$ cat src/sv/q31div_pkg.sv
// shared types and constants for the q31 series divider
package q31div_pkg;

	localparam int DATA_W        = 32;
	localparam int MAG_W         = 31;
	localparam int TERM_W        = 6;
	localparam int MUL_W         = 33;
	localparam int PROD_W        = 2 * MUL_W;
	localparam int MAX_TERMS_DEF = 32;
	localparam int NORM_STEPS    = 5;
	localparam int STEP_W        = 3;
	localparam int SHIFT_W       = 5;

	localparam logic [TERM_W-1:0] TERM_RESET   = 6'd8;
	localparam logic [DATA_W-1:0] Q31_MAX      = 32'h7fffffff;
	localparam logic [DATA_W-1:0] Q31_MIN      = 32'h80000000;
	localparam logic [DATA_W-1:0] Q31_CLAMP    = 32'h80000001;
	localparam logic [MAG_W-1:0]  Q31_ONE      = 31'h7fffffff;
	localparam logic [SHIFT_W-1:0] FIRST_SHIFT = 5'd16;

	typedef enum logic [6:0] {
		ST_IDLE  = 7'b0000001,
		ST_CHECK = 7'b0000010,
		ST_NORM  = 7'b0000100,
		ST_POW   = 7'b0001000,
		ST_ADD   = 7'b0010000,
		ST_MUL   = 7'b0100000,
		ST_SAT   = 7'b1000000
	} state_t;

endpackage

$ cat src/sv/q31div_mul.sv
// shared signed multiplier for series powers and the final product
module q31div_mul
	import q31div_pkg::*;
(
	input  logic signed [MUL_W-1:0]  a,
	input  logic signed [MUL_W-1:0]  b,
	output logic signed [PROD_W-1:0] p
);

	assign p = PROD_W'(a) * PROD_W'(b);

endmodule

$ cat src/sv/q31_taylor_series_divider_top.sv
// q31 divider by truncated geometric series, sequencer and datapath
//
// One division is accepted when start is high and busy is low. The quotient
// appears on quotient with done high for exactly one cycle; the receiver cannot
// stall it. A zero numerator or a magnitude ratio above one finishes straight
// from the check state to the done cycle. Otherwise an item passes through
// one check step, five normalize steps, one shared multiplier pass per extra
// series term, a closing add, the final multiply and the saturation step
// before the done cycle. The term count resets to 8. A new item may be started
// in the cycle done is high. The user must write term_count through cfg_we and
// cfg_wdata only while the block is idle; the block itself does not enforce it.
module q31_taylor_series_divider_top
	import q31div_pkg::*;
#(
	parameter int MAX_TERMS = MAX_TERMS_DEF
) (
	input  logic                     clk,
	input  logic                     arst_n,
	input  logic                     cfg_we,
	input  logic [TERM_W-1:0]        cfg_wdata,
	input  logic                     start,
	output logic                     busy,
	input  logic signed [DATA_W-1:0] numerator,
	input  logic signed [DATA_W-1:0] denominator,
	output logic                     done,
	output logic signed [DATA_W-1:0] quotient
);

	localparam int CW = $clog2(MAX_TERMS + 1);

	state_t                    state_q;
	logic [TERM_W-1:0]         term_q;
	logic [CW-1:0]             cnt_q;
	logic [STEP_W-1:0]         step_q;
	logic signed [DATA_W-1:0]  num_q;
	logic [MAG_W-1:0]          den_q;
	logic [MAG_W-1:0]          pw_q;
	logic [DATA_W-1:0]         sum_q;
	logic signed [63:0]        prod_q;
	logic signed [DATA_W-1:0]  quot_q;
	logic                      done_q;

	logic signed [DATA_W-1:0]  num_c;
	logic signed [DATA_W-1:0]  den_c;
	logic [TERM_W:0]           term_ext;
	logic [TERM_W:0]           cnt_init;
	logic [DATA_W-1:0]         abs_n;
	logic [SHIFT_W-1:0]        sa;
	logic [MAG_W-1:0]          top_mask;
	logic signed [MUL_W-1:0]   mul_a;
	logic signed [MUL_W-1:0]   mul_b;
	logic signed [PROD_W-1:0]  mul_p;
	logic signed [32:0]        res_w;

	q31div_mul u_mul (
		.a (mul_a),
		.b (mul_b),
		.p (mul_p)
	);

	always_comb begin
		num_c = (numerator == Q31_MIN) ? Q31_CLAMP : numerator;
		den_c = (denominator == Q31_MIN) ? Q31_CLAMP : denominator;
		term_ext = {1'b0, term_q};
		if (term_q == '0) begin
			cnt_init = '0;
		end else if (term_ext > (TERM_W+1)'(MAX_TERMS)) begin
			cnt_init = (TERM_W+1)'(MAX_TERMS - 1);
		end else begin
			cnt_init = term_ext - 1'b1;
		end
		abs_n    = num_q[DATA_W-1] ? -num_q : num_q;
		sa       = FIRST_SHIFT >> step_q;
		top_mask = ~(Q31_ONE >> sa);
		if (state_q == ST_MUL) begin
			mul_a = {1'b0, sum_q};
			mul_b = {num_q[DATA_W-1], num_q};
		end else begin
			mul_a = {2'b00, pw_q};
			mul_b = {2'b00, ~den_q};
		end
		res_w = prod_q[63:31];
	end

	always_ff @(posedge clk or negedge arst_n) begin
		if (!arst_n) begin
			term_q <= TERM_RESET;
		end else if (cfg_we) begin
			term_q <= cfg_wdata;
		end
	end

	// sequencer
	always_ff @(posedge clk or negedge arst_n) begin
		if (!arst_n) begin
			state_q <= ST_IDLE;
			done_q  <= 1'b0;
			cnt_q   <= '0;
			step_q  <= '0;
		end else begin
			done_q <= 1'b0;
			case (state_q)
				ST_IDLE: begin
					if (start) begin
						cnt_q   <= CW'(cnt_init);
						state_q <= ST_CHECK;
					end
				end
				ST_CHECK: begin
					step_q <= '0;
					if (num_q == '0 || abs_n[MAG_W-1:0] > den_q) begin
						done_q  <= 1'b1;
						state_q <= ST_IDLE;
					end else begin
						state_q <= ST_NORM;
					end
				end
				ST_NORM: begin
					step_q <= step_q + 1'b1;
					if (step_q == STEP_W'(NORM_STEPS - 1)) begin
						state_q <= (cnt_q == '0) ? ST_ADD : ST_POW;
					end
				end
				ST_POW: begin
					cnt_q <= cnt_q - 1'b1;
					if (cnt_q == CW'(1)) begin
						state_q <= ST_ADD;
					end
				end
				ST_ADD: begin
					state_q <= ST_MUL;
				end
				ST_MUL: begin
					state_q <= ST_SAT;
				end
				ST_SAT: begin
					done_q  <= 1'b1;
					state_q <= ST_IDLE;
				end
				default: begin
					state_q <= ST_IDLE;
				end
			endcase
		end
	end

	// datapath
	always_ff @(posedge clk) begin
		case (state_q)
			ST_IDLE: begin
				if (start && !busy) begin
					if (den_c[DATA_W-1]) begin
						num_q <= -num_c;
						den_q <= MAG_W'(-den_c);
					end else begin
						num_q <= num_c;
						den_q <= den_c[MAG_W-1:0];
					end
				end
			end
			ST_CHECK: begin
				pw_q  <= Q31_ONE;
				sum_q <= '0;
				if (num_q == '0) begin
					quot_q <= '0;
				end else if (!num_q[DATA_W-1] && den_q != '0) begin
					quot_q <= Q31_MAX;
				end else begin
					quot_q <= Q31_MIN;
				end
			end
			ST_NORM: begin
				if ((den_q & top_mask) == '0) begin
					den_q <= den_q << sa;
					num_q <= num_q <<< sa;
				end
			end
			ST_POW: begin
				pw_q  <= mul_p[61:31];
				sum_q <= sum_q + {1'b0, pw_q};
			end
			ST_ADD: begin
				sum_q <= sum_q + {1'b0, pw_q};
			end
			ST_MUL: begin
				prod_q <= mul_p[63:0];
			end
			ST_SAT: begin
				if (res_w[32] != res_w[31]) begin
					quot_q <= res_w[32] ? Q31_MIN : Q31_MAX;
				end else begin
					quot_q <= res_w[31:0];
				end
			end
			default: begin
			end
		endcase
	end

	assign busy     = (state_q != ST_IDLE);
	assign done     = done_q;
	assign quotient = quot_q;

	a_onehot_state: assert property (@(posedge clk) disable iff (!arst_n)
		$onehot(state_q))
		else $error("sequencer state not one-hot");

	a_done_idle: assert property (@(posedge clk) disable iff (!arst_n)
		done |-> !busy)
		else $error("result beat while busy");

	a_done_pulse: assert property (@(posedge clk) disable iff (!arst_n)
		done |=> !done)
		else $error("result beat longer than one cycle");

	a_start_busy: assert property (@(posedge clk) disable iff (!arst_n)
		(start && !busy) |=> (busy && !done))
		else $error("accepted item did not start");

endmodule
$ cat config.mk
export PLATFORM = sky130hd
export DESIGN_NAME = q31_taylor_series_divider_top
export DESIGN_NICKNAME = d
export VERILOG_FILES = /design/src/sv/q31div_pkg.sv /design/src/sv/q31div_mul.sv /design/src/sv/q31_taylor_series_divider_top.sv
export SDC_FILE = /design/constraint.sdc
export NUM_CORES = 2
export LEC_CHECK = 0
export BUFFER_PORTS_ARGS = -buffer_cell sky130_fd_sc_hd__clkbuf_2
export CAP_MARGIN = 10
export CORE_MARGIN = 2
export CORE_UTILIZATION = 65
export CTS_CLUSTER_DIAMETER = 60
export DETAILED_ROUTE_END_ITERATION = 8
export PLACE_DENSITY = 0.82
export RECOVER_POWER = 100
export SLEW_MARGIN = 40
export SYNTH_ARGS = -nofsm -noshare
export SYNTH_HDL_FRONTEND = slang
export SYNTH_HIERARCHICAL = 1
export SYNTH_SLANG_ARGS = --single-unit
$ cat constraint.sdc
create_clock -name clk -period 13 [get_ports clk]
set_clock_uncertainty 0.1 [all_clocks]
set_input_delay 2.6 -clock clk [delete_from_list [all_inputs] [get_ports clk]]
set_output_delay 2.6 -clock clk [all_outputs]
set_load 0.01 [all_outputs]
Word level (Yosys, flattened, before mapping):

Index checks and enable logic that the tools add are counted.

* register bits after elaboration: 245
* latch bits: 0
* memory bits (writable): 0
* bits in read-only memories: 0
* output and inout port bits: 34
* memories: 0

* add/sub/neg operators: 7
* multipliers: 1
* div/mod/pow operators: 0
* magnitude comparators: 2
* eq/ne operators: 18
* shift-type cells: 4
* muxes and demuxes: 33
* bitwise logic cells: 3
* reductions and logical operators: 20

Operators with widths (number)
* 2-to-1 mux 32 bit: 10
* one-hot mux 32 bit (2 select lines): 3
* 2-to-1 mux 31 bit: 4
* one-hot mux 31 bit (2 select lines): 2
* == test 32 bit, second input constant: 2
* multiplier 33 x 33 -> 64 bit: 1
* negator 31 bit: 2
* inverter 31 bit: 2
* one-hot mux 7 bit (6 select lines): 1
* 2-to-1 mux 33 bit: 1
* adder 32 x 31 -> 32 bit: 1
* logical NOT 32 bit: 1
* negator 32 bit: 1
* <<< shifter 32 x 5 -> 32 bit: 1
* bitwise AND 31 bit: 1
* > comparator 31 bit: 1
* logical NOT 31 bit: 1
* nonzero test 31 bit: 1
* left shift 31 x 5 -> 31 bit: 1
* >> shifter 31 x 5 -> 31 bit, first input constant: 1
* 2-to-1 mux 7 bit: 3
* 2-to-1 mux 6 bit: 3
* logical NOT 6 bit: 2
* one-hot mux 6 bit (2 select lines): 1
* other kinds (28): 41

Longest topological paths before layout:

* word-level depth: 7
* gate-level depth with buffers: 38
* mapped depth without buffers: 34

Hierarchy:

The synthesis kept the hierarchy.

Modules (own cells, without submodules)
* q31div_mul: times used 1, cells an instance 4249, area each 38993.6 um^2
* q31_taylor_series_divider_top: times used 1, cells an instance 1796, area each 16575.9 um^2

Least setup slack after synthesis:

No wires, ideal clock.

* kind: register to register
* from: register state_q[3]
* to: register pw_q[21], data pin
* setup time: 265 ps
* data arrival time: 9481 ps
* data required time: 12635 ps
* slack: 3154 ps
* stages on the path, launching flop included: 34
* path buffers: 4
* clock period less this slack: 9846 ps
* path through: dfrtp_1 > nor2_1 > and3b_1 > nand3b_1 > inv_1 > clkbuf_1 > clkbuf_1 > nand2_1 > nand2_1 > clkbuf_1 > nand2_1 > fa_1 > fa_1 > inv_1 > fa_1 > inv_1 > fa_1 > inv_1 > fa_1 > fa_1 > fa_1 > inv_1 > fa_1 > inv_1 > ha_1 > clkbuf_1 > nand4_1 > nor4_1 > inv_1 > a2111oi_2 > nor2_2 > o41ai_4 > o211ai_1 > nand2b_1

* word-level cells in the longest chain between the ends: 4

Ends and longest elaborated chain
* from (decl): line q31_taylor_series_divider_top.sv:31 `state_t state_q;`
* from (signal assigned): line q31_taylor_series_divider_top.sv:121 `state_q <= (cnt_q == '0) ? ST_ADD : ST_POW;`
* == test 7 x 6 -> 1 bit: line q31_taylor_series_divider_top.sv:75 `if (state_q == ST_MUL) begin`
* 2-to-1 mux 32 bit: line q31_taylor_series_divider_top.sv:75
* net mul_a[30]: line q31_taylor_series_divider_top.sv:50 `logic signed [MUL_W-1:0] mul_a;`
* multiplier 33 x 33 -> 64 bit: line q31div_mul.sv:10 `assign p = PROD_W'(a) * PROD_W'(b);`
* net mul_p[52]: line q31_taylor_series_divider_top.sv:52 `logic signed [PROD_W-1:0] mul_p;`
* one-hot mux 31 bit (2 select lines): line q31_taylor_series_divider_top.sv:149 `case (state_q)`
* to (signal assigned): line q31_taylor_series_divider_top.sv:179 `pw_q <= mul_p[61:31];`
* to (decl): line q31_taylor_series_divider_top.sv:37 `logic [MAG_W-1:0] pw_q;`

The timed path passes the listed nets, and every way through them passes these cells.
A chain may end at the register's enable or synchronous reset.

Final worst setup path:

* from: register state_q[3]
* to: register pw_q[19], data pin

* word-level cells in the longest chain between the ends: 4

Ends and longest elaborated chain
* == test 7 x 6 -> 1 bit: line q31_taylor_series_divider_top.sv:75
* 2-to-1 mux 33 bit: line q31_taylor_series_divider_top.sv:75
* net mul_b[19]: line q31_taylor_series_divider_top.sv:51 `logic signed [MUL_W-1:0] mul_b;`
* multiplier 33 x 33 -> 64 bit: line q31div_mul.sv:10
* net mul_p[50]: line q31_taylor_series_divider_top.sv:52
* one-hot mux 31 bit (2 select lines): line q31_taylor_series_divider_top.sv:149

The timed path passes the listed nets, and every way through them passes these cells.

==> out/qor.csv <==
metric,value,unit
cts.sinks,214,
clk_pin_slew,0.06,ns
hold_buffers,0,
crit_start,state_q[3]$_DFFE_PN0P_,
grt_antenna_before_repair,6,
first_global_vias,46400,
grt_pass1_wl,256300,um
die_w,294.1,um
critical-path-max-stage-delay,1.18,ns
worst_pin_slew,3.375,ns
cts_tree,built,
avgSynthCellArea,9.216,um^2
rows,106,
critical_path.endpoint,pw_q[19]$_SDFFCE_PN1P_,
grt_max_degree,61,
critPathArrivalTime,11.86,ns
clock_tree.root_cell,clkbuf_16,
rsz0062_at_grt,no,
relSlewSlack,-125.0,%
cts_setup_buffers,0,
failed_checks,"capacitance limit, slew limit",
final_nets,7323,
post-route-util,68.00,%
core_area,0.08342,mm^2
hold_path_class,reg -> reg,
fmax,85.31,MHz
reg2reg_from,state_q[3]$_DFFE_PN0P_,
vias,42750,
drt_iter0_markers,3984,
startpoint_type,flip-flop,
fin_crit,11.72,ns
crit_fanout,57,
ff2ff_path_depth,33,
place_hpwl,120500,um
post_drt_wl_per_cell,23.41,um
slew_viol_final,319,
layout-drive-gt1-share,4.812,%
syn_area,0.05469,mm^2
synth_warnings,6,
routabilityCongestion,0.9974,
path_class,reg -> reg,
track_usage,38.84,%
crit_top_cell,fa_1,
worst-r2r-setup-slack,1.28,ns
htreeDepth,1,
fill_cells,6510,
clk_latency,0.56,ns
cts_max_path_buffers,3,
finalSetupTns,0,ns
r2r-end,pw_q[19]$_SDFFCE_PN1P_,
via_per_inst,6.173,
fin_crit_sh,90.17,%
numCtsBuffers,24,
grt.overflow.total,0,
endpoint_kind,flip-flop,
netlist_instances,5934,
ant_nets,0,
num_io_pins,108,
area_growth_syn_to_layout,3.732,%
critPathSlowestCell,a2111oi_0,
io_buffer_count,107,
finalSetupViolCount,0,
cap_violations,9,
drcViolationCount,0,
status,finished with violations,
start_util,65.55,%
wl,162100,um
die_y,294.1,um
finalHoldViolations,0,
required,13.14,ns
dieArea,0.08647,mm^2
ctsResizeCount,0,
drt_first_pass_iters,7,
[metrics by stage]
stage / cells / setup slack, ns / hold slack (ns) / instance area (um^2)
after floorplan: 5939 / 3.154 / 0.3833 / 54710
after global routing: 6920 / 0.9839 / 0.4618 / 56720
final: 6924 / 1.278 / 0.4485 / 56730
after detailed placement: 6875 / 2.266 / 0.4267 / 56140
after CTS: 6919 / 2.246 / 0.4556 / 56900
after global placement: 6874 / 2.312 / 0.4138 / 56060
[metal layers]
metal | GRT usage, % | wire length, um
met1 | 47.04 | 55900
met2 | 63.51 | 76680
met3 | 8.104 | 16640
met4 | 24.91 | 12860
met5 | 0 | 0
[worst max-delay path, delay by kind of cell (launching register included)]
family | cells | cell delay (ns)
DFF | 1 | 0.40
adders and majority gates | 9 | 4.37
buffers and inverters | 10 | 2.32
xor gates and xnor gates | 1 | 0.30
AOI/OAI and AO/OA | 3 | 1.99
and+or+nand+nor | 10 | 1.84
[final cells by class]
type	count	area (um^2)	share of cell area, %
well taps	1080	1351	2.382
repair buffers	191	1109	1.954
inverters	1202	4514	7.958
clock buffers	31	646.9	1.140
diodes	4	10.01	0.01765
flip-flops and latches	214	6314	11.13
multi-input cells	4189	42660	75.21
clock inverters	13	117.6	0.2073
[layout by cell type, fill, tap and decap left out, types with 53 or more instances in the layout]
cell	instances
xor2_1	56
clkbuf_2	69
and2_1	558
fa_1	1137
inv_1	1198
a21oi_1	182
mux2i_1	143
ha_1	290
nand2_1	760
a21o_1	53
buf_4	75
nor2_1	148
edfxtp_1	191
xnor2_1	84
o21ai_0	158
[worst min-delay path by stage]
stage / start / end / slack (ns) / cells past startpoint
floorplan: cnt_q[5]$_DFFE_PN0P_ / cnt_q[5]$_DFFE_PN0P_ / 0.38 / 1
global placement: cnt_q[5]$_DFFE_PN0P_ / cnt_q[5]$_DFFE_PN0P_ / 0.41 / 1
detailed placement: cnt_q[5]$_DFFE_PN0P_ / cnt_q[5]$_DFFE_PN0P_ / 0.43 / 1
CTS: cnt_q[5]$_DFFE_PN0P_ / cnt_q[5]$_DFFE_PN0P_ / 0.46 / 1
global route: cnt_q[5]$_DFFE_PN0P_ / cnt_q[5]$_DFFE_PN0P_ / 0.46 / 1
finish: cnt_q[5]$_DFFE_PN0P_ / cnt_q[5]$_DFFE_PN0P_ / 0.45 / 1
[registers in the layout, summed over array words and instances (netlist names)]
| signal | flops |
|---|---|
| sum_q | 32 |
| done | 1 |
| num_q | 32 |
| prod_q | 33 |
| state_q | 7 |
| cnt_q | 6 |
| den_q | 31 |
| term_q | 6 |
| step_q | 3 |
| quotient | 32 |
| pw_q | 31 |
Power is left out: the tool's default activity adds up to more than one toggle a clock period on the data nets, which glitch-free logic cannot reach.
